### src/rtl/core/rrc_pkg.sv
// ----------------------------------------------------------------------------
// rrc_pkg
// Types, constants and the CRC-16 byte update shared by the read request
// checker modules.
// ----------------------------------------------------------------------------
package rrc_pkg;

  localparam logic [15:0] CrcInit     = 16'hFFFF;
  localparam logic [15:0] CrcPoly     = 16'hA001;
  localparam logic [7:0]  ExcFlag     = 8'h80;
  localparam logic [7:0]  FnCoils     = 8'h01;
  localparam logic [7:0]  FnHolding   = 8'h03;
  localparam logic [7:0]  ResetId     = 8'h01;
  localparam logic [15:0] ResetMaxQty = 16'h07D0;
  localparam logic [15:0] ResetMaxAdr = 16'hFFF9;

  // Depth of the frame queue between the front and the back.
  localparam int unsigned QueueDepth = 2;
  localparam int unsigned QueuePtrW  = $clog2(QueueDepth);

  // Configuration register indices.
  localparam logic [1:0] CfgOwnSlaveId = 2'd0;
  localparam logic [1:0] CfgMaxQty     = 2'd1;
  localparam logic [1:0] CfgMaxAdr     = 2'd2;

  // Exception codes.
  localparam logic [1:0] ExcNone        = 2'd0;
  localparam logic [1:0] ExcIllegalFn   = 2'd1;
  localparam logic [1:0] ExcIllegalAddr = 2'd2;
  localparam logic [1:0] ExcIllegalQty  = 2'd3;

  typedef enum logic [1:0] {
    VERDICT_OK        = 2'd0,
    VERDICT_EXCEPTION = 2'd1,
    VERDICT_IGNORED   = 2'd2
  } verdict_e;

  typedef struct packed {
    logic [7:0] frame_byte;
    logic       start_of_frame;
  } in_item_t;

  typedef struct packed {
    logic [1:0] verdict;
    logic [7:0] reply_function;
    logic [1:0] exc_code;
  } out_item_t;

  // One complete frame as handed from the front to the back.
  typedef struct packed {
    logic        crc_ok;
    logic [7:0]  slave_id;
    logic [7:0]  fn_code;
    logic [15:0] start_addr;
    logic [15:0] quantity;
  } frame_rec_t;

  typedef struct packed {
    logic full;
    logic empty;
  } queue_status_t;

  // CRC-16 update over one byte, reflected polynomial, LSB first.
  function automatic logic [15:0] crc16_byte(logic [15:0] crc, logic [7:0] data);
    logic [15:0] c;
    c = crc ^ {8'h00, data};
    for (int i = 0; i < 8; i++) begin
      if (c[0]) begin
        c = (c >> 1) ^ CrcPoly;
      end else begin
        c = c >> 1;
      end
    end
    return c;
  endfunction

endpackage

### src/rtl/core/rrc_front.sv
// ----------------------------------------------------------------------------
// rrc_front
// Takes frame bytes, tracks the byte position, runs the CRC and captures the
// header fields; emits one frame record on the eighth byte.
// ----------------------------------------------------------------------------
module rrc_front
  import rrc_pkg::*;
(
  input  logic       clk_i,
  input  logic       rst_ni,
  input  logic       byte_valid_i,
  input  in_item_t   in_item_i,
  output logic       rec_valid_o,
  output frame_rec_t rec_o
);

  logic [2:0]  pos_q, pos_d, pos_eff;
  logic [15:0] crc_q, crc_d, crc_eff;
  logic [7:0]  id_q, id_d, fn_q, fn_d, crc_lo_q, crc_lo_d;
  logic [15:0] start_q, start_d, qty_q, qty_d;
  logic        last;
  logic [7:0]  b;

  assign b       = in_item_i.frame_byte;
  assign pos_eff = in_item_i.start_of_frame ? 3'd0 : pos_q;
  assign crc_eff = in_item_i.start_of_frame ? CrcInit : crc_q;
  assign last    = (pos_eff == 3'd7);

  always_comb begin
    pos_d    = pos_q;
    crc_d    = crc_q;
    id_d     = id_q;
    fn_d     = fn_q;
    start_d  = start_q;
    qty_d    = qty_q;
    crc_lo_d = crc_lo_q;
    if (byte_valid_i) begin
      unique case (pos_eff)
        3'd0:    id_d = b;
        3'd1:    fn_d = b;
        3'd2:    start_d[15:8] = b;
        3'd3:    start_d[7:0] = b;
        3'd4:    qty_d[15:8] = b;
        3'd5:    qty_d[7:0] = b;
        3'd6:    crc_lo_d = b;
        default: ;
      endcase
      if (last) begin
        pos_d = 3'd0;
        crc_d = CrcInit;
      end else begin
        pos_d = pos_eff + 3'd1;
        crc_d = (pos_eff < 3'd6) ? crc16_byte(crc_eff, b) : crc_eff;
      end
    end
  end

  assign rec_valid_o      = byte_valid_i && last;
  assign rec_o.crc_ok     = ({b, crc_lo_q} == crc_eff);
  assign rec_o.slave_id   = id_q;
  assign rec_o.fn_code    = fn_q;
  assign rec_o.start_addr = start_q;
  assign rec_o.quantity   = qty_q;

  always_ff @(posedge clk_i or negedge rst_ni) begin
    if (!rst_ni) begin
      pos_q    <= 3'd0;
      crc_q    <= CrcInit;
      id_q     <= 8'h00;
      fn_q     <= 8'h00;
      start_q  <= 16'h0000;
      qty_q    <= 16'h0000;
      crc_lo_q <= 8'h00;
    end else begin
      pos_q    <= pos_d;
      crc_q    <= crc_d;
      id_q     <= id_d;
      fn_q     <= fn_d;
      start_q  <= start_d;
      qty_q    <= qty_d;
      crc_lo_q <= crc_lo_d;
    end
  end

endmodule

### src/rtl/core/rrc_queue.sv
// ----------------------------------------------------------------------------
// rrc_queue
// Short first-in first-out queue of frame records between front and back.
// ----------------------------------------------------------------------------
module rrc_queue
  import rrc_pkg::*;
(
  input  logic          clk_i,
  input  logic          rst_ni,
  input  logic          wr_valid_i,
  input  frame_rec_t    wr_rec_i,
  input  logic          rd_ready_i,
  output frame_rec_t    rd_rec_o,
  output queue_status_t status_o
);

  frame_rec_t               mem_q [QueueDepth];
  logic [QueuePtrW-1:0]     wr_ptr_q, rd_ptr_q;
  logic [QueuePtrW:0]       count_q;
  logic                     do_wr, do_rd;

  assign status_o.full  = (count_q == (QueuePtrW+1)'(QueueDepth));
  assign status_o.empty = (count_q == '0);
  assign do_wr          = wr_valid_i && !status_o.full;
  assign do_rd          = rd_ready_i && !status_o.empty;
  assign rd_rec_o       = mem_q[rd_ptr_q];

  always_ff @(posedge clk_i) begin
    if (do_wr) begin
      mem_q[wr_ptr_q] <= wr_rec_i;
    end
  end

  always_ff @(posedge clk_i or negedge rst_ni) begin
    if (!rst_ni) begin
      wr_ptr_q <= '0;
      rd_ptr_q <= '0;
      count_q  <= '0;
    end else begin
      if (do_wr) begin
        wr_ptr_q <= (wr_ptr_q == QueuePtrW'(QueueDepth - 1)) ? '0 : wr_ptr_q + 1'b1;
      end
      if (do_rd) begin
        rd_ptr_q <= (rd_ptr_q == QueuePtrW'(QueueDepth - 1)) ? '0 : rd_ptr_q + 1'b1;
      end
      if (do_wr && !do_rd) begin
        count_q <= count_q + 1'b1;
      end else if (do_rd && !do_wr) begin
        count_q <= count_q - 1'b1;
      end
    end
  end

endmodule

### src/rtl/core/rrc_back.sv
// ----------------------------------------------------------------------------
// rrc_back
// Judges one frame record against the configured limits and holds the
// result in an output register until it is taken.
// ----------------------------------------------------------------------------
module rrc_back
  import rrc_pkg::*;
(
  input  logic        clk_i,
  input  logic        rst_ni,
  input  logic        rec_valid_i,
  input  frame_rec_t  rec_i,
  output logic        rec_ready_o,
  input  logic [7:0]  own_slave_id_i,
  input  logic [15:0] max_quantity_i,
  input  logic [15:0] max_address_i,
  input  logic        pop_i,
  output logic        out_valid_o,
  output out_item_t   out_item_o
);

  logic        out_valid_q;
  out_item_t   out_item_q, out_item_d;
  logic [15:0] end_addr;
  logic [1:0]  code;
  logic        take;

  assign end_addr    = rec_i.start_addr + rec_i.quantity;
  assign rec_ready_o = !out_valid_q || pop_i;
  assign take        = rec_valid_i && rec_ready_o;

  always_comb begin
    code = ExcNone;
    if (rec_i.fn_code != FnCoils && rec_i.fn_code != FnHolding) begin
      code = ExcIllegalFn;
    end else if (rec_i.quantity > max_quantity_i) begin
      code = ExcIllegalQty;
    end else if (rec_i.start_addr > max_address_i || end_addr > max_address_i) begin
      code = ExcIllegalAddr;
    end

    out_item_d = '0;
    if (!rec_i.crc_ok || rec_i.slave_id != own_slave_id_i) begin
      out_item_d.verdict = VERDICT_IGNORED;
    end else if (code != ExcNone) begin
      out_item_d.verdict        = VERDICT_EXCEPTION;
      out_item_d.reply_function = ExcFlag + rec_i.fn_code;
      out_item_d.exc_code       = code;
    end else begin
      out_item_d.verdict = VERDICT_OK;
    end
  end

  always_ff @(posedge clk_i or negedge rst_ni) begin
    if (!rst_ni) begin
      out_valid_q <= 1'b0;
    end else if (take) begin
      out_valid_q <= 1'b1;
    end else if (pop_i) begin
      out_valid_q <= 1'b0;
    end
  end

  always_ff @(posedge clk_i) begin
    if (take) begin
      out_item_q <= out_item_d;
    end
  end

  assign out_valid_o = out_valid_q;
  assign out_item_o  = out_item_q;

endmodule

### src/rtl/core/rtu_read_request_checker_unit.sv
// ----------------------------------------------------------------------------
// rtu_read_request_checker_unit
// Checks eight-byte read request frames byte by byte, CRC included, and
// returns one verdict per complete frame.
// ----------------------------------------------------------------------------
// The block takes one frame byte per clock cycle while the frame queue has
// room, with no gaps required, and it keeps taking bytes while a verdict
// waits to be popped. The figure of one byte per cycle is set by the CRC-16
// update of a whole byte, which the front stage performs combinationally.
// The clock edge that accepts the eighth byte of a frame also writes its
// frame record into the frame queue; the back stage judges the record into
// the output register once that register is empty or popped. Push is refused
// (full is high, for every byte) only while the two-entry frame queue is
// full, which happens only when a verdict sits unpopped in the output
// register while the records of two further frames wait behind it.
// Configuration transactions are always accepted and take effect at once;
// they must only be issued while no frame is in flight.
module rtu_read_request_checker_unit
  import rrc_pkg::*;
(
  input  logic        clk_i,
  input  logic        rst_ni,
  // Byte input, queue style.
  input  logic        push,
  output logic        full,
  input  in_item_t    in_item_i,
  // Verdict output, queue style.
  output logic        empty,
  input  logic        pop,
  output out_item_t   out_item_o,
  // Configuration write channel.
  input  logic        cfg_valid_i,
  output logic        cfg_ready_o,
  input  logic [1:0]  cfg_index_i,
  input  logic [15:0] cfg_data_i
);

  logic [7:0]    own_slave_id_q;
  logic [15:0]   max_quantity_q, max_address_q;
  logic          byte_accept;
  logic          frm_valid;
  frame_rec_t    frm_rec, queue_rec;
  queue_status_t queue_status;
  logic          back_ready;
  logic          out_valid;

  // Configuration registers. Unknown indices are dropped silently.
  assign cfg_ready_o = 1'b1;

  always_ff @(posedge clk_i or negedge rst_ni) begin
    if (!rst_ni) begin
      own_slave_id_q <= ResetId;
      max_quantity_q <= ResetMaxQty;
      max_address_q  <= ResetMaxAdr;
    end else if (cfg_valid_i && cfg_ready_o) begin
      unique case (cfg_index_i)
        CfgOwnSlaveId: own_slave_id_q <= cfg_data_i[7:0];
        CfgMaxQty:     max_quantity_q <= cfg_data_i;
        CfgMaxAdr:     max_address_q  <= cfg_data_i;
        default:       ;
      endcase
    end
  end

  // A byte is accepted whenever the frame queue has room, so the record that
  // the eighth byte produces always finds a free entry.
  assign full        = queue_status.full;
  assign byte_accept = push && !full;

  rrc_front u_front (
    .clk_i        (clk_i),
    .rst_ni       (rst_ni),
    .byte_valid_i (byte_accept),
    .in_item_i    (in_item_i),
    .rec_valid_o  (frm_valid),
    .rec_o        (frm_rec)
  );

  rrc_queue u_queue (
    .clk_i      (clk_i),
    .rst_ni     (rst_ni),
    .wr_valid_i (frm_valid),
    .wr_rec_i   (frm_rec),
    .rd_ready_i (back_ready),
    .rd_rec_o   (queue_rec),
    .status_o   (queue_status)
  );

  rrc_back u_back (
    .clk_i          (clk_i),
    .rst_ni         (rst_ni),
    .rec_valid_i    (!queue_status.empty),
    .rec_i          (queue_rec),
    .rec_ready_o    (back_ready),
    .own_slave_id_i (own_slave_id_q),
    .max_quantity_i (max_quantity_q),
    .max_address_i  (max_address_q),
    .pop_i          (pop && out_valid),
    .out_valid_o    (out_valid),
    .out_item_o     (out_item_o)
  );

  assign empty = !out_valid;

`ifndef SYNTHESIS
  // A completed frame must never meet a full queue, or its verdict is lost.
  assert property (@(posedge clk_i) disable iff (!rst_ni)
    frm_valid |-> !queue_status.full)
    else $error("frame record produced while the frame queue is full");

  // A new verdict can only appear if a frame record was waiting in the queue.
  assert property (@(posedge clk_i) disable iff (!rst_ni)
    (!empty && $past(empty)) |-> $past(!queue_status.empty))
    else $error("verdict appeared without a queued frame");

  // An empty frame queue must not report a refused push.
  assert property (@(posedge clk_i) disable iff (!rst_ni)
    queue_status.empty |-> !full)
    else $error("full raised while the frame queue is empty");
`endif

endmodule

### config.mk
export PLATFORM = sky130hd
export DESIGN_NAME = rtu_read_request_checker_unit
export DESIGN_NICKNAME = d
export VERILOG_FILES = /design/src/rtl/core/rrc_pkg.sv /design/src/rtl/core/rrc_front.sv /design/src/rtl/core/rrc_queue.sv /design/src/rtl/core/rrc_back.sv /design/src/rtl/core/rtu_read_request_checker_unit.sv
export SDC_FILE = /design/constraint.sdc
export NUM_CORES = 1
export LEC_CHECK = 0
export BUFFER_PORTS_ARGS = -buffer_cell sky130_fd_sc_hd__buf_2
export CAP_MARGIN = 20
export CORE_MARGIN = 10
export CORE_UTILIZATION = 64
export CTS_BUF_LIST = sky130_fd_sc_hd__clkbuf_4 sky130_fd_sc_hd__clkbuf_8
export DETAILED_ROUTE_END_ITERATION = 7
export PLACE_DENSITY = 0.8
export RECOVER_POWER = 100
export SLEW_MARGIN = 20
export SYNTH_ARGS = -nofsm -noshare
export SYNTH_HDL_FRONTEND = slang
export SYNTH_SLANG_ARGS = --single-unit
### constraint.sdc
create_clock -name clk_i -period 5.5 [get_ports clk_i]
set_input_delay 0.275 -clock clk_i [delete_from_list [all_inputs] [get_ports clk_i]]
set_output_delay 0.275 -clock clk_i [all_outputs]
set_load 0.02 [all_outputs]
==> results of run 1 <==
-- how the worst min path moves through the flow --
stage	startpoint	to	slack (ns)	cells past startpoint
floorplan	rst_ni	max_address_q[1]$_DFFE_PN0P_	-0.02	0
finish	cfg_data_i[6]	max_address_q[6]$_DFFE_PN1P_	0.02	2
global route	cfg_data_i[2]	own_slave_id_q[2]$_DFFE_PN0P_	0.008	2
detailed placement	rst_ni	max_quantity_q[12]$_DFFE_PN0P_	0.33	1
CTS	cfg_data_i[4]	max_address_q[4]$_DFFE_PN1P_	0.007	2
global placement	rst_ni	max_quantity_q[12]$_DFFE_PN0P_	0.30	1
-- stage by stage --
stage / utilization [%] / power (uW) / setup slack, ns / cells
after floorplan: - / 4480 / 1.10 / 885
after global placement: 68.2 / 4970 / 1.06 / 1125
after detailed placement: 68.2 / 5100 / 0.868 / 1125
after CTS: 73.6 / 6750 / 0.788 / 1204
after global routing: 73.3 / 7140 / 0.369 / 1204
final: 73.3 / 6710 / 0.600 / 1204
-- power by group through the flow --
stage               sequential, uW  clock, uW  combinational [uW]
finish                        2760       1610                2340
global route                  2810       1730                2610
detailed placement            2780          0                2320
CTS                           2750       1640                2350
floorplan                     2610          0                1870
global placement              2730          0                2240
-- cells in the final DEF, fill, tap and decap left out, types with 5 or more instances in the layout --
cell type	instances
nor2b_1	6
dfstp_2	36
nor2_1	46
nand4_1	13
a21oi_1	32
o211ai_1	5
xor2_1	16
o21a_1	6
o32a_1	5
a31oi_1	7
nor4_1	6
dfrtp_1	82
clkinv_2	5
dlygate4sd3_1	11
o21ai_0	24
buf_2	28
clkbuf_8	43
a21o_1	10
edfxtp_1	110
nand2b_1	6
clkbuf_1	20
nor3_1	11
mux2_1	39
ha_1	70
nand2_1	39
inv_1	45
clkbuf_4	12
xnor2_1	38
mux2_2	83
a211oi_1	11
mux2i_1	18
nand3_1	8
o22a_1	21
-- metal layers --
| layer | up-vias | GRT usage (%) |
|---|---|---|
| li1 | 3393 | - |
| met1 | 3601 | 25.7 |
| met2 | 188 | 36.1 |
| met3 | 49 | 3.43 |
| met4 | 0 | 7.42 |
| met5 | - | 0 |
-- cells by family (layout without fill, tap and decap cells) --
| group | Yosys count | after routing | share of synthesized area, % |
|---|---|---|---|
| adders and majority gates | 71 | 71 | 7.80 |
| DFF | 230 | 230 | 55.3 |
| other | 1 | 1 | 0.0327 |
| AOI/OAI and AO/OA | 145 | 145 | 8.56 |
| muxes | 140 | 140 | 13.5 |
| xor gates and xnor gates | 58 | 58 | 4.79 |
| and+or+nand+nor | 159 | 159 | 7.04 |
| buffers and inverters | 81 | 175 | 2.92 |
-- registers in the layout, summed over array words and instances, names as in the netlist --
name                cells
u_front.qty_q          16
u_front.crc_lo_q        8
u_front.id_q            8
u_queue.rd_ptr_q        1
u_queue.count_q         2
own_slave_id_q          8
max_address_q          16
u_back.out_item_o      12
u_front.start_q        16
u_front.fn_q            8
u_queue.mem_q          98
u_front.crc_q          16
u_queue.wr_ptr_q        1
u_back.out_valid_o      1
u_front.pos_q           3
max_quantity_q         16
-- final cells by class --
type | instances | share of cell area [%]
Multi-Input combinational cell | 574 | 37.5
Sequential cell | 230 | 49.8
Clock inverter | 13 | 1.15
Inverter | 46 | 1.35
Timing Repair Buffer | 61 | 2.65
Clock buffer | 55 | 5.34
Tap cell | 225 | 2.21
-- critical path: stages (launching register included) --
cell,delay (ns)
dfrtp_2,0.93
mux2i_1,0.39
inv_1,0.08
ha_1,0.23
fa_1,0.43
a211oi_1,0.33
o21ai_0,0.25
a211oi_1,0.33
o31ai_1,0.13
a21oi_1,0.19
xnor2_1,0.14
ha_1,0.27
nand4_1,0.10
nor3_1,0.05
nand2_1,0.06
o21ai_0,0.07
a31o_1,0.30
a311oi_1,0.39
==> impl_summary.log, run 1 <==
[metrics] run status: complete, but fails checks
[metrics] failing checks: max-capacitance violations, max-slew violations
[metrics] Global Route Usage Sum: between 20% and 30%
[metrics] Starting DRT DRC Count: around 370
[metrics] total negative slack: 0 ns
[metrics] detailed placement HPWL: 17300 um
[metrics] kind of end point of the critical path: register
[metrics] Setup CP Type: reg -> reg
[metrics] post-route met1 wirelength: about 11000 um
[metrics] largest net degree at the start of global routing: 74
[metrics] Row Count: 48
[metrics] source-to-sink clock delay at the later pin of the worst-skew pair: 0.54 ns
[metrics] area share of the largest cell type after synthesis: between 20 and 30%
[metrics] Avg Cell Area, Syn: roughly 13 um2
[metrics] worst hold slack across all endpoints: roughly 0.02 ns
[metrics] Period minus WS final: 4.90 ns
[metrics] total power per unit cell area: roughly 530 nW/um2
[metrics] transition at the pin with the smallest max-transition slack: about 2.6 ns
[metrics] part of the cycle the worst path needs: between 80% and 90%
[metrics] Mapped Cells: between 800 and 900
[metrics] antenna violations before repair: 0
[metrics] top-level port count: between 40 and 50
[metrics] post-CTS setup buffer count: 0
[metrics] most frequently used cell type in the post-synthesis netlist: edfxtp_1
[metrics] DR WL met2: 12600 um
[metrics] Worst Reg-to-Reg Cells: 17
[metrics] antenna fix cells: 0
[metrics] via count: just over 7000
[metrics] biggest area contributors in the synthesized netlist: edfxtp_1, dfrtp_1, dfstp_2
[metrics] Leak: roughly 0.0052 uW
[metrics] maximum clock rate: ~200 MHz
[metrics] worst r2r src: u_queue.rd_ptr_q$_DFFE_PN0P_
[metrics] Hold Fails Final Rpt: 0
[metrics] CP required: around 5.8 ns
[metrics] combined flip-flop and latch cell area: roughly 6400 um2
[metrics] H-tree depth: 2
[metrics] part of the Yosys area used for sequential elements: a little under three fifths
[metrics] Switching Fraction: 34.2%
[metrics] startpoint of the worst setup timing path: u_queue.rd_ptr_q$_DFFE_PN0P_
[metrics] gr ovfl total: 0
[metrics] Sw Pwr: 2300 uW
[metrics] synthesis-stage register bit count: 230
[metrics] Placed Instance Area: about 12000 um2
[metrics] global-route wire length before repair: around 40000 um
[metrics] Clock Pin Slew Worst Setup and Hold Paths: around 0.06 ns
[metrics] Routed WL per cell: about 21 um
[metrics] post-detailed-route DRC marker count: 0
[metrics] cts repair resizes: 0
[metrics] leading register cell type out of synthesis: edfxtp_1
[metrics] IO Port Bufs: 45
[metrics] total of max-cap violations: 4
[metrics] footprint of the multi-input gates: about 4800 um2
[metrics] met3 routed WL: between 1000 and 1500 um
[metrics] CTS tree: yes
[metrics] final slew viol count: between 150 and 200
[metrics] Die Y-Extent: between 150 and 200 um
[metrics] number of nets in the finished design: around 1100
[metrics] library cell occupying the most area in the post-synthesis netlist: edfxtp_1
[metrics] Logic pwr share: between 30% and 40%
[metrics] number of buffers on the longest clock path: 3
[metrics] worst clock skew: 0.0211 ns
[metrics] share of synthesized registers carrying an async set or reset: between 50% and 60%
[metrics] type of the worst min-delay path: in -> reg
[metrics] number of synthesized flops with an enable pin: 110
[metrics] core area: 17400 um2
[metrics] RSZ-0062 raised after global routing: no
[metrics] number of unique standard cell types used by synthesis: 64
[metrics] vias in the first global route: approximately 7600
[metrics] Layout Cell Area excl Fill: 12800 um2
[metrics] ratio of cells with drive above 1 in the final layout: roughly 23%
[metrics] Initial Util: between 60 and 70%
[metrics] Worst Path Max Fanout: 37
[metrics] cell area after synthesis: 11500 um2
[metrics] GPL Wtd Cong: around 0.96
[metrics] Clk network pwr share: between 20% and 30%
[metrics] Total Routed Length: between 20000 and 25000 um
[metrics] register share of total power: between 40% and 50%
[metrics] quantity of hold-fixing buffers added after cts: 11
[metrics] count of fill cells added during filler insertion: roughly 1200
[metrics] peak ir drop on the vdd network: around 390 uV
[metrics] uppermost routed layer: met4
[metrics] cell chosen for the clock root: clkbuf_8
[metrics] register-to-register path setup slack: between 0.5 and 0.6 ns
[metrics] Max-slew headroom: -70.5%
[metrics] Yosys warning count: 0
[metrics] capture point of the critical path: u_back.out_item_o[2]$_SDFFCE_PP0P_
[metrics] cell-internal power: 4410 uW
[metrics] die area: around 24000 um2
[metrics] router iterations before antenna repair: 5
[metrics] number of vias per cell: ~6.0
[metrics] Sinks on Clock Net: 230
[metrics] Die Width: roughly 150 um
[metrics] Crit path arrival time: approximately 5.2 ns
[metrics] area added between synthesis and finish: 11.2%
[metrics] Final setup viols: 0
[metrics] crit path launch type: register
[metrics] net count after synthesis: 988
[metrics] worst r2r dst: u_back.out_item_o[2]$_SDFFCE_PP0P_
[metrics] number of buffers created by CTS: 37
[metrics] most instantiated cells after synthesis: edfxtp_1, dfrtp_1, mux2_2, ha_1, nor2_1
[metrics] remaining antenna violation count: 0
No activity file was read; power rests on OpenSTA's default activity.
==> run 2, diff against run 1 <==
Settings changed: REMOVE_ABC_BUFFERS set to 1.
==> impl_summary.log, run 2 (synthesis results as in run 1) <==
[metrics] area added between synthesis and finish: 11.1%
[metrics] vias in the first global route: roughly 7700
[metrics] Global Route Usage Sum: between 20% and 30%
[metrics] kind of end point of the critical path: register
[metrics] run status: complete, but fails checks
[metrics] antenna fix cells: 0
[metrics] Row Count: 48
[metrics] Hold Fails Final Rpt: 0
[metrics] antenna violations before repair: 0
[metrics] most frequent cells in the layout: edfxtp_1, dfrtp_1, mux2_2
[metrics] Worst Path Max Fanout: 37
[metrics] Total Routed Length: between 20000 and 30000 um
[metrics] post-CTS setup buffer count: 0
[metrics] type of the worst min-delay path: in -> reg
[metrics] Die Y-Extent: ~150 um
[metrics] total of max-cap violations: 3
[metrics] largest net degree at the start of global routing: 64
[metrics] Max-slew headroom: -129%
[metrics] source-to-sink clock delay at the later pin of the worst-skew pair: ~0.55 ns
[metrics] fin cells: between 1000 and 1500
[metrics] Final setup viols: 0
[metrics] Crit path arrival time: about 5.1 ns
[metrics] total power per unit cell area: between 500 and 600 nW/um2
[metrics] H-tree depth: 2
[metrics] gr ovfl total: 0
[metrics] failing checks: max-capacitance violations, max-slew violations
[metrics] count of fill cells added during filler insertion: around 1200
[metrics] Clock Pin Slew Worst Setup and Hold Paths: ~0.060 ns
[metrics] number of vias per cell: ~6
[metrics] combined flip-flop and latch cell area: approximately 6400 um2
[metrics] Initial Util: 65.9%
[metrics] number of nets in the finished design: between 1000 and 1500
[metrics] total negative slack: 0 ns
[metrics] flip-flop count of the largest register after layout: between 90 and 100
[metrics] number of buffers on the longest clock path: 3
[metrics] placed cell count: between 1000 and 1500
[metrics] cell chosen for the clock root: clkbuf_8
[metrics] IO Port Bufs: 45
[metrics] quantity of hold-fixing buffers added after cts: 17
[metrics] GPL Wtd Cong: between 0.9 and 1
[metrics] via count: 7264
[metrics] router iterations before antenna repair: 5
[metrics] Sinks on Clock Net: 230
[metrics] top-level port count: 47
[metrics] Routed WL per cell: just over 20 um
[metrics] detailed placement HPWL: between 15000 and 20000 um
[metrics] crit path launch type: register
[metrics] Leak: approximately 0.0052 uW
[metrics] Die Width: between 150 and 200 um
[metrics] CP required: around 5.8 ns
[metrics] Finished Core Util: 73.2%
[metrics] Period minus WS final: between 4 and 5 ns
[metrics] Starting DRT DRC Count: 491
[metrics] die area: between 20000 and 25000 um2
[metrics] Setup CP Type: reg -> reg
[metrics] number of buffers created by CTS: 38
[metrics] transition at the pin with the smallest max-transition slack: ~3.4 ns
[metrics] final slew viol count: about 130
[metrics] most flop-heavy register: u_queue.mem_q
[metrics] ratio of cells with drive above 1 in the final layout: 22.4%
[metrics] post-detailed-route DRC marker count: 0
[metrics] part of the cycle the worst path needs: 87.1%
[metrics] CTS tree: yes
[metrics] peak ir drop on the vdd network: between 300 and 400 uV
[metrics] RSZ-0062 raised after global routing: no
[metrics] core area: approximately 17000 um2
[metrics] global-route wire length before repair: around 41000 um
[metrics] footprint of the multi-input gates: between 4000 and 5000 um2
[metrics] cts repair resizes: 0
[metrics] remaining antenna violation count: 0
[metrics] most frequent standard cell in the layout excluding fill and tap cells: edfxtp_1
[metrics] worst clock skew: about 0.019 ns
[metrics] maximum clock rate: roughly 210 MHz
[run 2: cell types whose count changed in the layout (fill, tap and decap cells not counted), moves of 2 or more]
cell / before / now
bufinv_16: 3 / 0
dlygate4sd3_1: 11 / 17
buf_4: 1 / 3
mux2_2: 83 / 80
clkbuf_8: 43 / 40
clkbuf_1: 20 / 18
mux2_1: 39 / 42
clkbuf_4: 12 / 14
clkinvlp_4: 0 / 3
clkinv_1: 3 / 6
[run 2: stage by stage]
stage                     hold slack [ns]  cell area [um2]  total power (uW)  setup slack (ns)
final                              0.0144            12800              6570             0.710
after global routing               0.0119            12800              6990             0.414
after CTS                         0.00439            12800              6610              1.04
after detailed placement            0.410            11900              5120              1.04
after global placement              0.402            11900              4980              1.22
after floorplan                   -0.0206            11300              4440             0.778
[run 2: per-layer routing]
metal	vias to the layer above	part of all wire (%)	GRT usage, %
li1	3402	-	-
met2	187	49	35.4
met4	0	2.2	7.42
met3	38	4.4	3.74
met1	3637	44	27.0
met5	-	0	0
[run 2: worst max-delay path, cell delays in order (launching register included)]
cell      delay, ns
dfrtp_1        0.80
buf_4          0.60
mux2_1         0.44
ha_1           0.34
o21ai_1        0.23
nor2_1         0.10
a31oi_1        0.34
a21o_1         0.23
o21ai_1        0.10
xnor2_1        0.13
ha_1           0.31
nand4_1        0.10
nor3_1         0.14
nand2_1        0.07
o21ai_0        0.08
a31o_1         0.31
a311oi_1       0.16
[run 2: layout make-up]
type | count | share of cell area, %
Clock buffer | 54 | 5.14
Clock inverter | 16 | 0.765
Inverter | 46 | 1.35
Multi-Input combinational cell | 574 | 37.6
Sequential cell | 230 | 49.8
Tap cell | 225 | 2.21
Timing Repair Buffer | 66 | 3.14
[run 2: worst paths after layout]
path / slack, ns / to / from / depth (start not counted)
min reg2reg: 0.47 / u_queue.mem_q[1][39]$_DFFE_PP_ / u_front.fn_q[7]$_DFFE_PN0P_ / 0
max in group asynchronous: 1.86 / max_quantity_q[12]$_DFFE_PN0P_ / rst_ni / 3
max: 0.71 / u_back.out_item_o[3]$_SDFFCE_PP0P_ / u_queue.rd_ptr_q$_DFFE_PN0P_ / 16
min: 0.01 / max_address_q[3]$_DFFE_PN1P_ / cfg_data_i[3] / 2
min in group asynchronous: 1.44 / u_front.crc_lo_q[6]$_DFFE_PN0P_ / rst_ni / 2
max reg2reg: 0.71 / u_back.out_item_o[3]$_SDFFCE_PP0P_ / u_queue.rd_ptr_q$_DFFE_PN0P_ / 16
[run 2: power breakdown]
part / switching [uW] / internal, uW
combinational: 1260 / 1100
clock: 686 / 782
sequential: 371 / 2370
==> run 3, diff against run 2 <==
Settings changed: CTS_BUF_LIST sky130_fd_sc_hd__clkbuf_4 sky130_fd_sc_hd__clkbuf_8 to sky130_fd_sc_hd__clkbuf_2.
==> impl_summary.log, run 3 (synthesis results as in run 1) <==
[metrics] Sw Pwr: 2340 uW
[metrics] source-to-sink clock delay at the later pin of the worst-skew pair: slightly above 0.9 ns
[metrics] vias in the first global route: between 7000 and 8000
[metrics] number of vias per cell: around 5.9
[metrics] largest net degree at the start of global routing: 59
[metrics] number of buffers and inverters on the critical path: 1
[metrics] met1 track utilization from global routing: between 20 and 30%
[metrics] hold path start: pop
[metrics] core area: approximately 17000 um2
[metrics] most frequent cells in the layout: edfxtp_1, dfrtp_1, mux2_2
[metrics] Die Width: around 150 um
[metrics] part of the cycle the worst path needs: roughly 86%
[metrics] Initial Util: between 60% and 70%
[metrics] kind of end point of the critical path: register
[metrics] GRT Max-Usage Layer: met2
[metrics] Global Route Usage Sum: 21.5%
[metrics] total of max-cap violations: 5
[metrics] count of fill cells added during filler insertion: 1220
[metrics] post-detailed-route DRC marker count: 0
[metrics] final slew viol count: 195
[metrics] met3 Use GR: around 3.8%
[metrics] Layout Cell Area excl Fill: around 13000 um2
[metrics] Switching Fraction: roughly 37%
[metrics] delay contributed by the slowest stage of the critical path: between 0.8 and 0.9 ns
[metrics] worst r2r src: u_queue.rd_ptr_q$_DFFE_PN0P_
[metrics] Die Y-Extent: between 150 and 200 um
[metrics] Worst Path Max Fanout: 37
[metrics] Crit path arrival time: approximately 5.4 ns
[metrics] CP max stage cell: dfrtp_1
[metrics] IO Port Bufs: 45
[metrics] H-tree depth: 2
[metrics] worst-path cell chain: buf_4, mux2_1, ha_1, o21ai_1, nor2_1, a31oi_1, a21o_1, o21ai_1, xnor2_1, ha_1, nand4_1, nor3_1, nand2_1, o21ai_0, a31o_1, a311oi_1
[metrics] maximum clock rate: between 200 and 250 MHz
[metrics] total negative slack: 0 ns
[metrics] Period minus WS final: between 4 and 5 ns
[metrics] Logic pwr share: between 30% and 40%
[metrics] total power per unit cell area: between 400 and 500 nW/um2
[metrics] number of buffers on the longest clock path: 3
[metrics] die area: approximately 24000 um2
[metrics] Starting DRT DRC Count: 432
[metrics] cell class contributing the biggest share of worst-path delay: compound AO/OA/AOI/OAI gates
[metrics] failing checks: max-capacitance violations, max-slew violations
[metrics] final worst setup slack: ~0.74 ns
[metrics] Clk network pwr share: 18.4%
[metrics] flip-flop count of the largest register after layout: between 90 and 100
[metrics] peak ir drop on the vdd network: 303 uV
[metrics] ratio of cells with drive above 1 in the final layout: about a quarter
[metrics] GPL Wtd Cong: around 0.9
[metrics] Setup CP Type: reg -> reg
[metrics] remaining antenna violation count: 0
[metrics] Clock Pin Slew Worst Setup and Hold Paths: 0.11 ns
[metrics] number of buffers created by CTS: 55
[metrics] top-level port count: between 40 and 50
[metrics] transition at the pin with the smallest max-transition slack: around 2.3 ns
[metrics] router iterations before antenna repair: 6
[metrics] CTS tree: yes
[metrics] most flop-heavy register: u_queue.mem_q
[metrics] global-route wire length before repair: 41200 um
[metrics] crit path launch type: register
[metrics] type of the worst min-delay path: in -> reg
[metrics] via count: around 7400
[metrics] cell chosen for the clock root: clkbuf_2
[metrics] register share of total power: roughly 44%
[metrics] area added between synthesis and finish: 10.3%
[metrics] RSZ-0062 raised after global routing: no
[metrics] gr ovfl total: 0
[metrics] CP required: about 6.1 ns
[metrics] run status: complete, but fails checks
[metrics] Row Count: 48
[metrics] Total Routed Length: approximately 26000 um
[metrics] Max-slew headroom: -52.4%
[metrics] worst clock skew: 0.0705 ns
[metrics] Hold Fails Final Rpt: 0
[metrics] Routed WL per cell: between 20 and 25 um
[metrics] met2 track demand over resource in global routing: 36.0%
[metrics] antenna violations before repair: 1
[metrics] Placed Instance Area: ~12000 um2
[metrics] Leak: roughly 0.0053 uW
[metrics] total design power: 6260 uW
[metrics] number of nets in the finished design: 1090
[metrics] Final setup viols: 0
[metrics] worst setup timing slack at the placement stage: 1.04 ns
[metrics] startpoint of the worst setup timing path: u_queue.rd_ptr_q$_DFFE_PN0P_
[metrics] cts repair resizes: 0
[metrics] most frequent standard cell in the layout excluding fill and tap cells: edfxtp_1
[metrics] cell-internal power: approximately 4000 uW
[metrics] detailed placement HPWL: 17600 um
[metrics] Sinks on Clock Net: 230
==> run 3: cell count changes in the layout (fill, tap and decap cells not counted), sizes merged, moves of 2 or more <==
cell | previous run | this run
dlygate4sd3 | 17 | 30
clkinvlp | 3 | 1
clkinv | 12 | 21
clkbuf | 72 | 97
==> run 3: worst reg2reg max path, stage by stage, from the launching register on <==
cell      delay (ns)
dfrtp_1         0.82
buf_4           0.60
mux2_1          0.45
ha_1            0.34
o21ai_1         0.22
nor2_1          0.10
a31oi_1         0.34
a21o_1          0.23
o21ai_1         0.10
xnor2_1         0.13
ha_1            0.31
nand4_1         0.10
nor3_1          0.14
nand2_1         0.07
o21ai_0         0.08
a31o_1          0.31
a311oi_1        0.16
==> run 3: repair_timing <==
| action | 4_1_cts | 5_1_grt |
|---|---|---|
| endpoints found under the hold margin | 158 | 0 |
| hold buffers | 31 | 0 |
| buffers inserted | 0 | 0 |
==> run 3: per-layer routing <==
metal	part of all wire, %	vias up
met3	4.5	52
li1	-	3507
met5	0	-
met2	50	179
met1	42	3643
met4	2.7	0
==> run 3: power by group through the flow <==
stage	Sequential, uW	Combinational [uW]	Clock [uW]
after floorplan	2700	1740	0
after global placement	2710	2260	0
after detailed placement	2760	2350	0
after CTS	2730	2390	1190
after global routing	2790	2630	1280
final	2730	2370	1150
==> run 3: path summary, 6_finish.rpt <==
kind / slack [ns] / cells after the start / endpoint
max in group asynchronous: 1.94 / 4 / u_front.qty_q[7]$_DFFE_PN0P_
worst max register to register: 0.74 / 16 / u_back.out_item_o[2]$_SDFFCE_PP0P_
worst min register to register: 0.45 / 0 / u_queue.mem_q[1][3]$_DFFE_PP_
min in group asynchronous: 1.11 / 3 / u_front.crc_lo_q[6]$_DFFE_PN0P_
worst min-delay path: 0.19 / 4 / u_back.out_valid_o$_DFFE_PN0P_
worst max-delay path: 0.74 / 16 / u_back.out_item_o[2]$_SDFFCE_PP0P_
==> run 3: layout make-up <==
cell class                      instances  area [um2]  area share, %
Antenna cell                            1        2.50         0.0198
Inverter                               46         173           1.36
Clock buffer                           78         390           3.08
Clock inverter                         25         144           1.14
Tap cell                              225         282           2.22
Timing Repair Buffer                   80         533           4.21
Multi-Input combinational cell        574        4790           37.8
Sequential cell                       230        6350           50.1
==> run 3: stage by stage <==
stage          hold slack [ns]  utilization [%]  cells
3_5_place_dp             0.410             68.2   1124
6_report                 0.186             72.7   1259
3_3_place_gp             0.402             68.2   1124
4_1_cts                  0.108             73.1   1258
5_1_grt                  0.148             72.7   1259
2_1_floorplan          -0.0206                -    850
